--- src/eps_pkg.sv ---
// Shared widths, codes and control types of the epipolar pair scorer.
package eps_pkg;

   localparam int COEF_W   = 48;
   localparam int PT_W     = 24;
   localparam int SCORE_W  = 24;
   localparam int TOTAL_W  = 40;
   localparam int L_W      = 75;
   localparam int U_W      = 101;
   localparam int A_W      = 101;
   localparam int DIG_W    = 8;
   localparam int NDIG_MAX = 13;
   localparam int B_W      = DIG_W * NDIG_MAX;
   localparam int ACC_W    = 226;
   localparam int QUOT_W   = 24;
   localparam int CNT_W    = 4;
   localparam int DCNT_W   = 5;
   localparam int COEF_N   = 9;
   localparam int IDX_W    = 4;
   localparam int STEP_W   = 4;

   localparam logic [SCORE_W-1:0] THR_RESET  = 24'd251658;
   localparam logic [SCORE_W-1:0] CEIL_RESET = 24'd392561;

   localparam logic [1:0] MODE_CLEAR = 2'd0;
   localparam logic [1:0] MODE_LOAD  = 2'd1;
   localparam logic [1:0] MODE_PAIR  = 2'd2;

   localparam logic [0:0] CSR_THRESHOLD = 1'b0;
   localparam logic [0:0] CSR_CEILING   = 1'b1;

   localparam logic [CNT_W-1:0] ND_PT = 4'd3;
   localparam logic [CNT_W-1:0] ND_L  = 4'd10;
   localparam logic [CNT_W-1:0] ND_U  = 4'd13;

   typedef enum logic [4:0] {
      ST_IDLE  = 5'b00001,
      ST_ISSUE = 5'b00010,
      ST_MUL   = 5'b00100,
      ST_ADD   = 5'b01000,
      ST_DIV   = 5'b10000
   } state_type;

   typedef struct packed {
      logic             start;
      logic [CNT_W-1:0] ndig;
   } mul_ctl_type;

   typedef struct packed {
      logic start;
   } div_ctl_type;

endpackage

--- src/eps_mul.sv ---
// Digit-serial signed multiplier: one 8-bit digit of the second operand per cycle.
module eps_mul import eps_pkg::*; (
   input  logic                    clock,
   input  logic                    reset,
   input  mul_ctl_type             ctl,
   input  logic signed [A_W-1:0]   a,
   input  logic signed [B_W-1:0]   b,
   output logic signed [ACC_W-1:0] prod,
   output logic                    done
);

   logic signed [A_W-1:0]     a_ff;
   logic        [B_W-1:0]     b_ff, b_in;
   logic signed [ACC_W-1:0]   acc_ff, acc_in;
   logic        [CNT_W-1:0]   cnt_ff;
   logic                      first_ff, done_ff;
   logic        [DIG_W-1:0]   digit;
   logic signed [DIG_W:0]     d9;
   logic signed [A_W+DIG_W:0] pp;

   always_comb begin
      digit = b_ff[B_W-1 -: DIG_W];
      // Horner order from the top digit; only the top digit carries the sign.
      d9 = first_ff ? $signed({digit[DIG_W-1], digit}) : $signed({1'b0, digit});
      pp = a_ff * d9;
      acc_in = (first_ff ? '0 : (acc_ff <<< DIG_W))
               + $signed({{(ACC_W-A_W-DIG_W-1){pp[A_W+DIG_W]}}, pp});
      b_in = b << (DIG_W * (NDIG_MAX - int'(ctl.ndig)));
   end

   always_ff @(posedge clock) begin
      if (reset) begin
         cnt_ff  <= '0;
         done_ff <= 1'b0;
      end else begin
         done_ff <= 1'b0;
         if (ctl.start) begin
            cnt_ff <= ctl.ndig;
         end else if (cnt_ff != '0) begin
            cnt_ff <= cnt_ff - 1'b1;
            if (cnt_ff == CNT_W'(1)) begin
               done_ff <= 1'b1;
            end
         end
      end
   end

   always_ff @(posedge clock) begin
      if (ctl.start) begin
         a_ff     <= a;
         b_ff     <= b_in;
         first_ff <= 1'b1;
      end else if (cnt_ff != '0) begin
         acc_ff   <= acc_in;
         b_ff     <= b_ff << DIG_W;
         first_ff <= 1'b0;
      end
   end

   assign prod = acc_ff;
   assign done = done_ff;

endmodule

--- config.mk ---
export PLATFORM = sky130hd
export DESIGN_NAME = eps_mul
export DESIGN_NICKNAME = d
export VERILOG_FILES = /design/src/eps_pkg.sv /design/src/eps_mul.sv
export SDC_FILE = /design/constraint.sdc
export NUM_CORES = 2
export LEC_CHECK = 0
export BUFFER_PORTS_ARGS = -buffer_cell sky130_fd_sc_hd__clkbuf_2
export CAP_MARGIN = 20
export CELL_PAD_IN_SITES_DETAIL_PLACEMENT = 0
export CELL_PAD_IN_SITES_GLOBAL_PLACEMENT = 1
export CORE_MARGIN = 2
export CORE_UTILIZATION = 44
export DETAILED_ROUTE_END_ITERATION = 10
export PLACE_DENSITY = 0.91
export SLEW_MARGIN = 15
export SYNTH_ARGS = -nofsm -noshare
export SYNTH_HDL_FRONTEND = slang
export SYNTH_SLANG_ARGS = --single-unit
--- constraint.sdc ---
create_clock -name clock -period 12.65 [get_ports clock]
set_input_delay 0.6325 -clock clock [delete_from_list [all_inputs] [get_ports clock]]
set_output_delay 0.6325 -clock clock [all_outputs]
set_load 0.1 [all_outputs]
# --- Word level (Yosys, flattened, before mapping) ---
# Index checks and enable logic that the tools add are counted.
word_totals:
  latchBits: 0
  ramBits: 0
  ff_bits: 437
  rom_bits: 0
  output_inout_bits: 227
  mem_count: 0
  wordCells: 25
op_classes:
  n_mux: 7
  n_eq_ne: 1
  n_reduce_logical: 4
  bitwise: 2
  shifts: 1
  n_div: 0
  addsub: 3
  multipliers: 1
  order_cmp: 0
ops:
  columns: ["cell", "n"]
  rows:
  - ["$add 226x226->226", 1]
  - ["$mux 226", 1]
  - ["$mux 104", 2]
  - ["$mul 101x9->110", 1]
  - ["$shl 104x32->104", 1]
  - ["$mux 9", 1]
  - ["$mux 4", 2]
  - ["$sub 4x4->5 const A", 1]
  - ["$eq 4x1->1 const B", 1]
  - ["$reduce_bool 4->1", 1]
  - ["$sub 4x1->4 const B", 1]
  - ["$reduce_or 3->1", 1]
  - ["$not 1->1", 2]
  - ["$reduce_and 2->1", 1]
  - ["$reduce_bool 2->1", 1]
  - ["$mux 1", 1]

# --- Depth between registers and ports, before layout ---
logic_depth:
  word_depth: 3
  ltp_mapped: 40
  depth_no_buf: 37

# --- Worst setup path after synthesis ---
# No wires, ideal clock.
synth_timing:
  path_type: "flip-flop to flip-flop"
  start: "register b_ff[96]"
  end: "register acc_ff[221] (netlist: prod[221]), data pin"
  stages_incl_launch_ff: 38
  synth_period_minus_slack_ns: 13.938
  path_slack_ns: -1.288
  t_arrival_ns: 13.675
  n_path_buf: 3
  setup_time_ns: 0.263
  cell_sequence: "edfxtp_1 -> clkbuf_1 -> clkbuf_1 -> nand2_1 -> fa_1 -> fa_1 -> inv_1 -> ha_1 -> inv_1 -> fa_1 -> inv_1 -> ha_1 -> ha_1 -> fa_1 -> a211oi_1 -> o21ai_0 -> nand4_1 -> a211oi_2 -> [2 not listed] -> a31o_1 -> a31oi_1 -> o31ai_1 -> xnor2_1 -> ha_1 -> clkbuf_1 -> a21o_1 -> a21o_1 -> a221o_1 -> a21o_1 -> a221oi_1 -> a2bb2oi_1 -> a21o_1 -> a21oi_1 -> o31ai_2 -> a31o_2 -> a21boi_1 -> xnor2_1"
synth_via:
  elab_chain_cells: 3
synth_rtl:
  columns: ["element", "line_no", "rtl"]
  rows:
  - ["start: declaration", "eps_mul.sv:13", "logic [B_W-1:0] b_ff, b_in;"]
  - ["start signal: assignment", "eps_mul.sv:51", "b_ff <= b_in;"]
  - ["start signal: assignment", "eps_mul.sv:55", "b_ff <= b_ff << DIG_W;"]
  - ["$mux 9", "eps_mul.sv:24", "d9 = first_ff ? $signed({digit[DIG_W-1], digit}) : $signed({1'b0, digit});"]
  - ["$mul 101x9->110", "eps_mul.sv:25", "pp = a_ff * d9;"]
  - ["$add 226x226->226", "eps_mul.sv:27", "+ $signed({{(ACC_W-A_W-DIG_W-1){pp[A_W+DIG_W]}}, pp});"]
  - ["named net acc_in[221]", "eps_mul.sv:14", "logic signed [ACC_W-1:0] acc_ff, acc_in;"]
  - ["end signal: assignment", "eps_mul.sv:54", "acc_ff <= acc_in;"]
  - ["end: declaration", "eps_mul.sv:14", null]
# The timed path passes the listed nets, and every way through them passes these cells.
# A chain may end at the register's enable or synchronous reset.

# --- Worst setup path after layout ---
layout_timing:
  start: "register a_ff[2]"
  end: "register acc_ff[214] (netlist: prod[214]), data pin"
layout_via:
  elab_chain_cells: 2
layout_rtl:
  columns: ["element", "line_no", "rtl"]
  rows:
  - ["start: declaration", "eps_mul.sv:12", "logic signed [A_W-1:0] a_ff;"]
  - ["start signal: assignment", "eps_mul.sv:50", "a_ff <= a;"]
  - ["$mul 101x9->110", "eps_mul.sv:25", null]
  - ["$add 226x226->226", "eps_mul.sv:27", null]
  - ["named net acc_in[214]", "eps_mul.sv:14", null]
# The timed path passes the listed nets, and every way through them passes these cells.

==> metrics.md <==
| Metric | Value |
|---|---|
| Reg2reg end | `prod[214]` |
| Synth Area in XOR/XNOR | `4.440%` |
| Final TNS setup | `0 ns` |
| Cell row count | `139` |
| 1st-pass router iterations | `6` |
| CP required | `13.07 ns` |
| M2 GR Usage | `43.29%` |
| First-pass GRT wire length | `334.4 mm` |
| Initial core utilization | `44.44%` |
| RSZ-0062 raised after global routing | `false` |
| Hold WC Path Type | `input pin to register` |
| Critical-path top delay cell | `edfxtp_1` |
| FF-to-FF path depth | `36` |
| Hold path start | `a[9]` |
| Mapped Area | `0.06392 mm2` |
| Hold endpoint | `a_ff[9]` |
| Post-Synth Adder-Cell Area | `31.05%` |
| Synthesis warning total | `0` |
| Final-report hold violation count | `0` |
| Reg2reg start | `a_ff[2]` |
| Mux contribution to synthesized area | `2.099%` |
| Most frequent cells in the layout | `nand2_1 (767), fa_1 (715), a21oi_1 (610)` |
| Utilization after layout | `48.40%` |
| Post-CTS sizing | `0` |
| Post-route DRC violation count | `0` |
| EDFF count, synth | `431` |
| CTS root buffer | `clkbuf_16` |
| Sink Count | `437` |
| Io pins | `439` |
| Largest net degree at the start of global routing | `157` |
| Cell mode on critical path | `fa_1` |
| Clk_lat worst skew | `0.71 ns` |
| Final-report setup violation count | `0` |
| Status | `finished, final reports clean` |
| Met1 Usage GRT | `40.98%` |
| Rel. slew slack | `7.478%` |
| Vias in the first global route | `55.46k` |
| Area growth syn-to-layout | `8.921%` |
| Gr usage total | `29.16%` |
| Port Buf Inserts | `438` |
| CTS tree | `done` |
| Syn Inst Count | `7219` |
| Max-cap viol count | `0` |
| Routed WL | `217.8 mm` |
| Share of cells above drive strength 1 | `9.724%` |
| Layout Skew | `0.05860 ns` |
| TritonCTS buffer count | `59` |
| WL/cell | `23.34 um` |
| Overflow after GRT | `0` |
| Largest stage delay, worst path | `0.80 ns` |
| Initial DRC Count | `5461` |
| Hold depth | `1` |
| Die height | `385.1 um` |
| Post-synth ARST share | `0%` |
| GR peak layer | `met2` |
| Syn Area/Cell | `8.854 um2` |
| Setup Fix Bufs, Post-CTS | `0` |
| CTS Hold Bufs | `0` |
| Setup ws final | `0.8743 ns` |
| Largest family of logic cells by synthesized area | `adder cells` |
| Critical path class | `register to register` |
| Chip Width | `385.1 um` |
| GP Congestion | `0.9911` |
| Hold_ws | `0.09888 ns` |
| Final nets | `8746` |
| Top_reg_cell synth | `edfxtp_1` |
| Fin crit period | `11.78 ns` |
| DIE AREA | `0.1483 mm2` |
| Via count | `55.54k` |
| Period utilization | `93.09%` |
| Startpoint types | `register` |
| Synth cell types | `94` |
| CP endpoint kind | `register` |
| Crit-path max FO | `10` |
| FF+latch count, synth | `437` |
| Post-Synth Simple-Gate Area | `19.39%` |
| M3 GR Usage | `8.858%` |
| Max-slew violations | `0` |
| Peak Freq | `0.08492 GHz` |
| Reg clk slew, reported paths | `0.06 ns` |
| ANT nets after route | `0` |
| CTS Buffer Depth | `3` |
| Floorplan core area | `0.1438 mm2` |
| Pre-CTS setup slack | `1.265 ns` |
| Sequential share of the synthesized area | `20.44%` |
| Syn Nets | `8588` |
| Vias per std cell | `5.952` |
| H-Tree Depth | `2` |
| Worst-Margin Slew | `1.388 ns` |
| Commonest non-fill, non-tap cell in the layout | `nand2_1` |
| Hpwl dp | `172.0 mm` |
| R2R Setup Slk | `0.87 ns` |
| CP arrival | `12.19 ns` |
| Initial antenna violation count | `4` |
| Synth Area in Compound Gates | `16.70%` |
metrics by stage:
step / cells / area (um2)
after global placement: 9219 / 67580
after global routing: 9329 / 69610
final: 9331 / 69620
after detailed placement: 9219 / 67580
after CTS: 9328 / 69610
after floorplan: 7219 / 63920
cell usage after synthesis, types with 31 or more instances:
cell | count | area [um2]
and2_1 | 500 | 3128
a21o_1 | 156 | 1171
or2_2 | 36 | 225.2
o21a_1 | 31 | 232.7
a21oi_1 | 610 | 3053
mux2i_1 | 80 | 800.8
nand4_1 | 164 | 1026
edfxtp_1 | 431 | 12940
nor2_1 | 439 | 1648
inv_1 | 593 | 2226
nor3_1 | 74 | 370.4
a211oi_1 | 48 | 360.4
fa_1 | 715 | 14310
ha_1 | 442 | 5530
mux2_2 | 48 | 540.5
xor2_1 | 122 | 1069
o21bai_1 | 112 | 840.8
xnor2_1 | 202 | 1769
clkbuf_1 | 344 | 1291
nor2b_1 | 254 | 1589
o211ai_1 | 35 | 262.8
o2bb2ai_1 | 56 | 490.5
a31oi_1 | 49 | 306.5
nand2_1 | 769 | 2887
nor4_1 | 32 | 200.2
nand3_1 | 86 | 430.4
o21ai_0 | 371 | 1857
registers in the layout, indices dropped and copies added (netlist names):
signal	count
b_ff	104
prod	226
first_ff	1
cnt_ff	4
done	1
a_ff	101
logic make-up (layout without fill, tap and decap cells):
| group | Yosys count | count (layout) |
|---|---|---|
| buffers and inverters | 991 | 1197 |
| other | 0 | 3 |
| DFF | 437 | 437 |
| xor gates and xnor gates | 324 | 324 |
| muxes | 128 | 128 |
| and+or+nand+nor | 2477 | 2477 |
| AOI/OAI and AO/OA | 1705 | 1705 |
| adders and majority gates | 1157 | 1157 |
final cells by class:
cell class	count	area, um2
multi-input cells	5791	47170
clock inverters	39	514.2
diodes	3	7.507
repair buffers	495	2731
clock buffers	70	1518
well taps	1903	2381
flip-flops and latches	437	13070
fillers	13620	74210
inverters	593	2226
metal layers:
metal	vias to the layer above	routed length, um
met5	-	28
met4	6	6667
met3	341	24450
met2	2647	93760
met1	27410	92880
li1	25130	-
worst max path at each step:
stage	slack, ns	start	end	cells after the start
after global placement	1.37	a_ff[2]	prod[214]	36
after detailed placement	1.26	b_ff[100]	prod[214]	37
after global routing	0.44	b_ff[100]	prod[218]	37
after CTS	1.20	b_ff[100]	prod[214]	37
final	0.87	a_ff[2]	prod[214]	36
after floorplan	1.11	b_ff[96]	prod[221]	37
worst max-delay path, delay by kind of cell, from the launching register on:
| kind | cells | cell delay (ns) |
|---|---|---|
| compound gates | 17 | 4.60 |
| xor+xnor | 2 | 0.28 |
| fa+ha+maj | 7 | 3.38 |
| buf+inv | 4 | 0.33 |
| flops | 1 | 0.80 |
| simple gates | 6 | 2.03 |
Power is not shown: default switching activity piles up to over one toggle a cycle in this logic, so the estimate is an artifact.
