[config.mk]
export PLATFORM = sky130hd
export DESIGN_NAME = eps_div
export DESIGN_NICKNAME = d
export VERILOG_FILES = /design/src/eps_pkg.sv /design/src/eps_div.sv
export SDC_FILE = /design/constraint.sdc
export NUM_CORES = 1
export LEC_CHECK = 0
export CAP_MARGIN = 20
export CELL_PAD_IN_SITES_DETAIL_PLACEMENT = 1
export CELL_PAD_IN_SITES_GLOBAL_PLACEMENT = 2
export CORE_UTILIZATION = 40
export CTS_BUF_LIST = sky130_fd_sc_hd__clkbuf_2 sky130_fd_sc_hd__clkbuf_4 sky130_fd_sc_hd__clkbuf_8
export DETAILED_ROUTE_END_ITERATION = 16
export DONT_BUFFER_PORTS = 1
export PLACE_DENSITY_LB_ADDON = 0.08
export SLEW_MARGIN = 25
export SYNTH_ARGS = -nofsm -noshare
export SYNTH_HDL_FRONTEND = slang
export SYNTH_SLANG_ARGS = --single-unit
[constraint.sdc]
create_clock -name clock -period 34.9 [get_ports clock]
set_input_delay 3.49 -clock clock [delete_from_list [all_inputs] [get_ports clock]]
set_output_delay 3.49 -clock clock [all_outputs]
set_load 0.01 [all_outputs]
[src/eps_pkg.sv]
// Shared widths, codes and control types of the epipolar pair scorer.
package eps_pkg;

   localparam int COEF_W   = 48;
   localparam int PT_W     = 24;
   localparam int SCORE_W  = 24;
   localparam int TOTAL_W  = 40;
   localparam int L_W      = 75;
   localparam int U_W      = 101;
   localparam int A_W      = 101;
   localparam int DIG_W    = 8;
   localparam int NDIG_MAX = 13;
   localparam int B_W      = DIG_W * NDIG_MAX;
   localparam int ACC_W    = 226;
   localparam int QUOT_W   = 24;
   localparam int CNT_W    = 4;
   localparam int DCNT_W   = 5;
   localparam int COEF_N   = 9;
   localparam int IDX_W    = 4;
   localparam int STEP_W   = 4;

   localparam logic [SCORE_W-1:0] THR_RESET  = 24'd251658;
   localparam logic [SCORE_W-1:0] CEIL_RESET = 24'd392561;

   localparam logic [1:0] MODE_CLEAR = 2'd0;
   localparam logic [1:0] MODE_LOAD  = 2'd1;
   localparam logic [1:0] MODE_PAIR  = 2'd2;

   localparam logic [0:0] CSR_THRESHOLD = 1'b0;
   localparam logic [0:0] CSR_CEILING   = 1'b1;

   localparam logic [CNT_W-1:0] ND_PT = 4'd3;
   localparam logic [CNT_W-1:0] ND_L  = 4'd10;
   localparam logic [CNT_W-1:0] ND_U  = 4'd13;

   typedef enum logic [4:0] {
      ST_IDLE  = 5'b00001,
      ST_ISSUE = 5'b00010,
      ST_MUL   = 5'b00100,
      ST_ADD   = 5'b01000,
      ST_DIV   = 5'b10000
   } state_type;

   typedef struct packed {
      logic             start;
      logic [CNT_W-1:0] ndig;
   } mul_ctl_type;

   typedef struct packed {
      logic start;
   } div_ctl_type;

endpackage

[src/eps_div.sv]
// Restoring divider for one side value and the threshold test that turns it into a score.
module eps_div import eps_pkg::*; (
   input  logic               clock,
   input  logic               reset,
   input  div_ctl_type        ctl,
   input  logic [ACC_W-1:0]   num,
   input  logic [ACC_W-1:0]   den,
   input  logic [SCORE_W-1:0] thr,
   input  logic [SCORE_W-1:0] ceil,
   output logic [SCORE_W-1:0] score,
   output logic               done
);

   logic [ACC_W-1:0]   rem_ff, dsh_ff;
   logic [QUOT_W-1:0]  q_ff;
   logic [DCNT_W-1:0]  cnt_ff;
   logic               zero_ff, big_ff, fin_ff, done_ff;
   logic [SCORE_W-1:0] score_ff, score_in;
   logic               ge;

   assign ge = rem_ff >= dsh_ff;

   always_comb begin
      if (zero_ff || big_ff || q_ff >= thr || ceil <= q_ff) begin
         score_in = '0;
      end else begin
         score_in = ceil - q_ff;
      end
   end

   always_ff @(posedge clock) begin
      if (reset) begin
         cnt_ff  <= '0;
         fin_ff  <= 1'b0;
         done_ff <= 1'b0;
      end else begin
         done_ff <= fin_ff;
         fin_ff  <= 1'b0;
         if (ctl.start) begin
            cnt_ff <= DCNT_W'(QUOT_W + 1);
         end else if (cnt_ff != '0) begin
            cnt_ff <= cnt_ff - 1'b1;
            if (cnt_ff == DCNT_W'(1)) begin
               fin_ff <= 1'b1;
            end
         end
      end
   end

   always_ff @(posedge clock) begin
      if (ctl.start) begin
         rem_ff  <= num;
         dsh_ff  <= den << QUOT_W;
         q_ff    <= '0;
         zero_ff <= (den == '0);
         big_ff  <= 1'b0;
      end else if (cnt_ff != '0) begin
         // The first step only tells whether the quotient reaches 2^24.
         if (cnt_ff == DCNT_W'(QUOT_W + 1)) begin
            big_ff <= ge;
         end else begin
            q_ff <= {q_ff[QUOT_W-2:0], ge};
         end
         if (ge) begin
            rem_ff <= rem_ff - dsh_ff;
         end
         dsh_ff <= dsh_ff >> 1;
      end
      if (fin_ff) begin
         score_ff <= score_in;
      end
   end

   assign score = score_ff;
   assign done  = done_ff;

endmodule

Word level (Yosys, flattened, before mapping). Index checks and enable logic that the tools add are counted.

Register bits: 509. Input bits: 503. Output and inout port bits: 25. Word-level logic and storage cells: 41.

Add/sub/neg operators: 3. $lt $le $gt $ge: 3. Equality and inequality tests: 2. Muxes and demuxes: 8. Bitwise logic cells: 2. Reduce and logical (&&, ||, !) cells: 12.

Operators by type and width (number): 2-to-1 mux 226 bit (5); >= comparator 226 bit (1); logical NOT 226 bit (1); subtractor 226 bit (1); >= comparator 24 bit (1); <= comparator 24 bit (1); subtractor 24 bit (1); 2-to-1 mux 5 bit (2); AND reduction 2 bit (3); equality test 5 x 1 -> 1 bit (second input constant) (1); equality test 5 bit (second input constant) (1); nonzero test 5 bit (1); subtractor 5 x 1 -> 5 bit (second input constant) (1); nonzero test 2 bit (2); logical OR 1 bit (3); OR reduction 3 bit (1); NOT 1 bit (2); OR reduction 2 bit (1); 2-to-1 mux 1 bit (1).

Depth between registers and ports, before layout.
Word-level depth: 4. Mapped depth: 16. Depth with buffers taken out: 15.

Least setup slack after synthesis. OpenSTA, ideal clock, no wires.

Path type: input-to-reg. Start: input port ctl. End: register rem_ff[0] (enable). Library setup time: 1159 ps. Arrival: 25162 ps. Required time: 33741 ps. Slack: 8579 ps. Stages: 6. Path buffers: 3. Cell sequence: clkbuf_1 clkbuf_1 inv_1 buf_1 nand2_1 a21boi_0.

Longest elaborated chain between the ends: 2. Elaborated cells on any way between the ends: 3. Classes of those cells: reduce/logical: 3.

RTL lines: from (decl) (line eps_div.sv:5) `input div_ctl_type ctl,`; nonzero test 2 bit (no line); AND reduction 2 bit (no line) (*); to (signal assigned) (line eps_div.sv:52) `rem_ff <= num;`; to (signal assigned) (line eps_div.sv:65) `rem_ff <= rem_ff - dsh_ff;`; to (decl) (line eps_div.sv:14) `logic [ACC_W-1:0] rem_ff, dsh_ff;`.

Every way passes the cells marked *; elsewhere a longest branch is shown, timed or not. A chain may end at the register's enable or synchronous reset.

Final worst setup path.
Start: input port ctl. End: register dsh_ff[24], data pin.

Longest elaborated chain between the ends: 1.

RTL lines: 2-to-1 mux 226 bit (line eps_div.sv:51) `if (ctl.start) begin`; to (signal assigned) (line eps_div.sv:53) `dsh_ff <= den << QUOT_W;`; to (signal assigned) (line eps_div.sv:67) `dsh_ff <= dsh_ff >> 1;`; to (decl) (line eps_div.sv:14).

No other way between the ends.

==> impl_summary.txt <==
----------------------------------------------------
[Place]
  Total placed cells including tap cells ... approximately 6100
  Placed cell area ... approximately 42000 um2
  Placed wire-length estimate ... approximately 140 mm
  Final RePlAce weighted congestion ... between 0.9 and 1
  Place WS ... roughly 28000 ps
  Total of buffers placed on input and output ports ... 0

[Worst setup path]
  Delay of the slowest cell on the worst path ... 1690 ps
  Slowest stage cell, crit path ... sky130_fd_sc_hd__nand2_1
  Element type at the critical path start ... input pin
  Ordered list of cells on the worst path ... nand2_1 > o31ai_1
  Largest fanout on the critical path ... 897
  Worst reg2reg path depth ... 17
  CP Buf/Inv Count ... 0
  Data arrival time at the worst-slack endpoint ... ~7400 ps
  Number of stages on the worst setup path ... 2
  Data required time at the worst endpoint ... between 30000 and 40000 ps
  Crit. End Element ... flip-flop
  Family of cells with the greatest summed delay on the critical path ... simple AND/OR/NAND/NOR gates
  Kind of critical path ... input pin to flip-flop

[Power and ir drop]
  Power density cells ... around 100 nW/um2
  Overall power of the completed layout ... ~4.6 mW
  Leakage power ... about 17 nW
  Worst vdd ir ... 0.03696 mV

[Route]
  Total routed wirelength ... roughly 180 mm
  Iteration-0 DRC count of the detailed router ... around 3300
  DR vias ... between 30000 and 40000
  1st-pass router iterations ... 8
  Via-to-Cell Ratio ... about 6.1
  Remaining DRCs ... 0
  Routed WL per cell ... between 20 and 30 um
  Post-DRT Antenna Nets ... 0

[Hold path]
  Class of the most critical hold timing path ... flip-flop to flip-flop
  Instance count along the most critical hold path ... 2

[Floorplan]
  Initial Utilization ... just over 40%
  Area inside the core boundary ... 100600 um2
  Row Count ... about 120
  Die Outline Area ... approximately 100000 um2
  Die height ... approximately 320 um
  Number of I/O pins ... around 530
  Die extent in x ... 321.2 um

[Synth]
  Synthesized area ... 40760 um2
  Commonest cells post-synth ... sky130_fd_sc_hd__nand2_1 (883), sky130_fd_sc_hd__a21oi_1 (519), sky130_fd_sc_hd__o21ai_0 (477), sky130_fd_sc_hd__edfxtp_1 (453), sky130_fd_sc_hd__inv_1 (345)
  Biggest area consumer among synthesized cells ... sky130_fd_sc_hd__edfxtp_1
  Gate count of the mapped netlist ... just over 5000
  Area fraction of the dominant cell type after synthesis ... between 30% and 40%
  Async set-or-reset flop fraction in the synthesized netlist ... 0%
  EDFF count, synth ... approximately 450
  Count of synthesis-stage warnings from yosys ... 0
  Mean instance size in the synthesized netlist ... between 8 and 9 um2
  Part of the Yosys area used for sequential elements ... 36.12%
  Most frequently used flop master after synthesis ... sky130_fd_sc_hd__edfxtp_1
  Total nets after synthesis ... a little under 6000
  Synth unique cells ... 95
  Number of register bits inferred by synthesis ... slightly above 500
  Most area-consuming cells after synthesis ... sky130_fd_sc_hd__edfxtp_1 (33%), sky130_fd_sc_hd__ha_1 (8.5%), sky130_fd_sc_hd__nand2_1 (8.1%)
  Most used standard cell by instance count after synthesis ... sky130_fd_sc_hd__nand2_1

[Timing]
  Normalized max-slew margin ... -167.5%
  Min Clock Period, post-route ... roughly 7000 ps
  RSZ-0062 raised after global routing ... false
  Final critical-path share of the clock period ... between 10% and 20%
  Final number of hold-violating endpoints ... 0
  Timing-limited maximum frequency ... roughly 140 MHz
  Smallest hold slack ... ~460 ps
  Sum Neg Setup Slack ... 0 ps
  Setup violations, final ... 0
  Number of max-slew violations in the final report ... 607
  Worst Skew ... approximately 33 ps
  Slew at the pin with the worst max-slew slack ... 4013 ps
  Final critical-path setup slack ... about 28000 ps

[Clocking]
  Buffer type at the clock tree root ... sky130_fd_sc_hd__clkbuf_8
  Hold Buf Count CTS ... 0
  # H-tree levels ... 3
  CTS tree ... done
  Clk slew on worst S/H paths ... about 60 ps
  Number of buffers inserted during clock tree synthesis ... 96
  Number of clock sinks ... 509
  Insertion delay to the later sink of the worst-skew pair ... between 700 and 800 ps
  Maximum count of clock buffers along a single path ... 3
  Post-CTS repair timing setup buffer count ... 0
  Post-cts sizing count ... 0

[Global routing]
  Maximum number of pins on one net before global-route repair ... ~900
  Grt total ovfl ... 0
  All-layer global routing usage ... 33.28%
  Initial antenna violation count ... 9
  Global-route wire length before repair ... ~260 mm
  Vias in the first global route ... between 30000 and 40000

[Final layout]
  Final #Nets ... between 5000 and 6000
  Area of all placed cells without fillers ... roughly 44000 um2
  Final cell utilization of the core ... a little over two fifths
  Area grow syn2layout ... 7.146%
  Post-layout instance count excluding filler cells ... between 6000 and 7000
  Ratio of cells with drive above 1 in the final layout ... around 5.3%

[Run status]
  Failing checks ... slew limit
  Run status ... finished with violations

[Flow run]
  Max_cap viols ... 0

----------------------------------------------------
## cell type report
type,instances,area (um2)
multi-input cells,3911,23670
clock inverters,44,395.4
flip-flops and latches,509,14720
clock buffers,135,1664
fillers,12180,56910
well taps,1357,1698
diodes,9,22.52
repair buffers,25,200.2
inverters,345,1295
## worst paths after layout
path | startpoint | end | slack (ps)
worst max register to register | rem_ff[0] | rem_ff[107] | 28210
worst min-delay path | dsh_ff[20] | dsh_ff[19] | 460
worst min register to register | dsh_ff[20] | dsh_ff[19] | 460
worst max-delay path | ctl | dsh_ff[24] | 27930
## per-layer routing
layer  vias up  routed length [um]  global-route usage (%)
li1      18060                   -                       -
met1     18940               81970                   47.26
met2      1266               77910                   51.90
met3       219               11720                   5.572
met4         6                4723                   9.048
met5         -                  41                       0
## placed cells by master, fill, tap and decap left out, types with 14 or more instances in the layout
cell                       instances
sky130_fd_sc_hd__a211oi_1         18
sky130_fd_sc_hd__nor4_1           86
sky130_fd_sc_hd__xnor2_1         144
sky130_fd_sc_hd__inv_1           345
sky130_fd_sc_hd__a21o_1          117
sky130_fd_sc_hd__nand2_1         881
sky130_fd_sc_hd__clkbuf_8        104
sky130_fd_sc_hd__nor2_1          301
sky130_fd_sc_hd__o31ai_1         228
sky130_fd_sc_hd__nand2b_1         21
sky130_fd_sc_hd__dfxtp_1          56
sky130_fd_sc_hd__and4_1           16
sky130_fd_sc_hd__xor2_1           87
sky130_fd_sc_hd__buf_4            24
sky130_fd_sc_hd__nand4_1         175
sky130_fd_sc_hd__a21boi_0         25
sky130_fd_sc_hd__o21a_1           46
sky130_fd_sc_hd__clkbuf_4         31
sky130_fd_sc_hd__o21ai_0         476
sky130_fd_sc_hd__o211ai_1         14
sky130_fd_sc_hd__o21bai_1         77
sky130_fd_sc_hd__a31oi_1          25
sky130_fd_sc_hd__or2_2            20
sky130_fd_sc_hd__nor3_1           76
sky130_fd_sc_hd__edfxtp_1        453
sky130_fd_sc_hd__nor2b_1          17
sky130_fd_sc_hd__ha_1            277
sky130_fd_sc_hd__a21oi_1         519
sky130_fd_sc_hd__o21ai_1          26
sky130_fd_sc_hd__clkinv_2         14
sky130_fd_sc_hd__clkinv_1         19
sky130_fd_sc_hd__nand3_1          47
sky130_fd_sc_hd__and3_1           21
## power by group
part	switching, mW	internal (mW)	leakage (nW)
sequential	0.0624	0.939	5.20
clock	0.293	0.360	1.09
combinational	1.98	0.915	10.2
total	2.34	2.21	16.5
## sequential cells by signal (all words and copies together), names as in the netlist
name / cells
score: 24
done: 1
rem_ff: 226
zero_ff: 1
dsh_ff: 226
cnt_ff: 5
fin_ff: 1
big_ff: 1
q_ff: 24
## worst min-delay path, stage by stage (launching register included)
cell and delay, ps:
sky130_fd_sc_hd__dfxtp_1 320, sky130_fd_sc_hd__nand2_1 60, sky130_fd_sc_hd__a21oi_1 60
## kinds of logic after synthesis
group	synth area share [%]
buffers and inverters	5.934
adder cells (fa/ha/maj)	8.601
AO/OA/AOI/OAI	25.16
AND/OR/NAND/NOR	19.14
flip-flops	36.12
XOR/XNOR	4.964
multiplexers	0.07981
(Power assumes the default switching activity.)
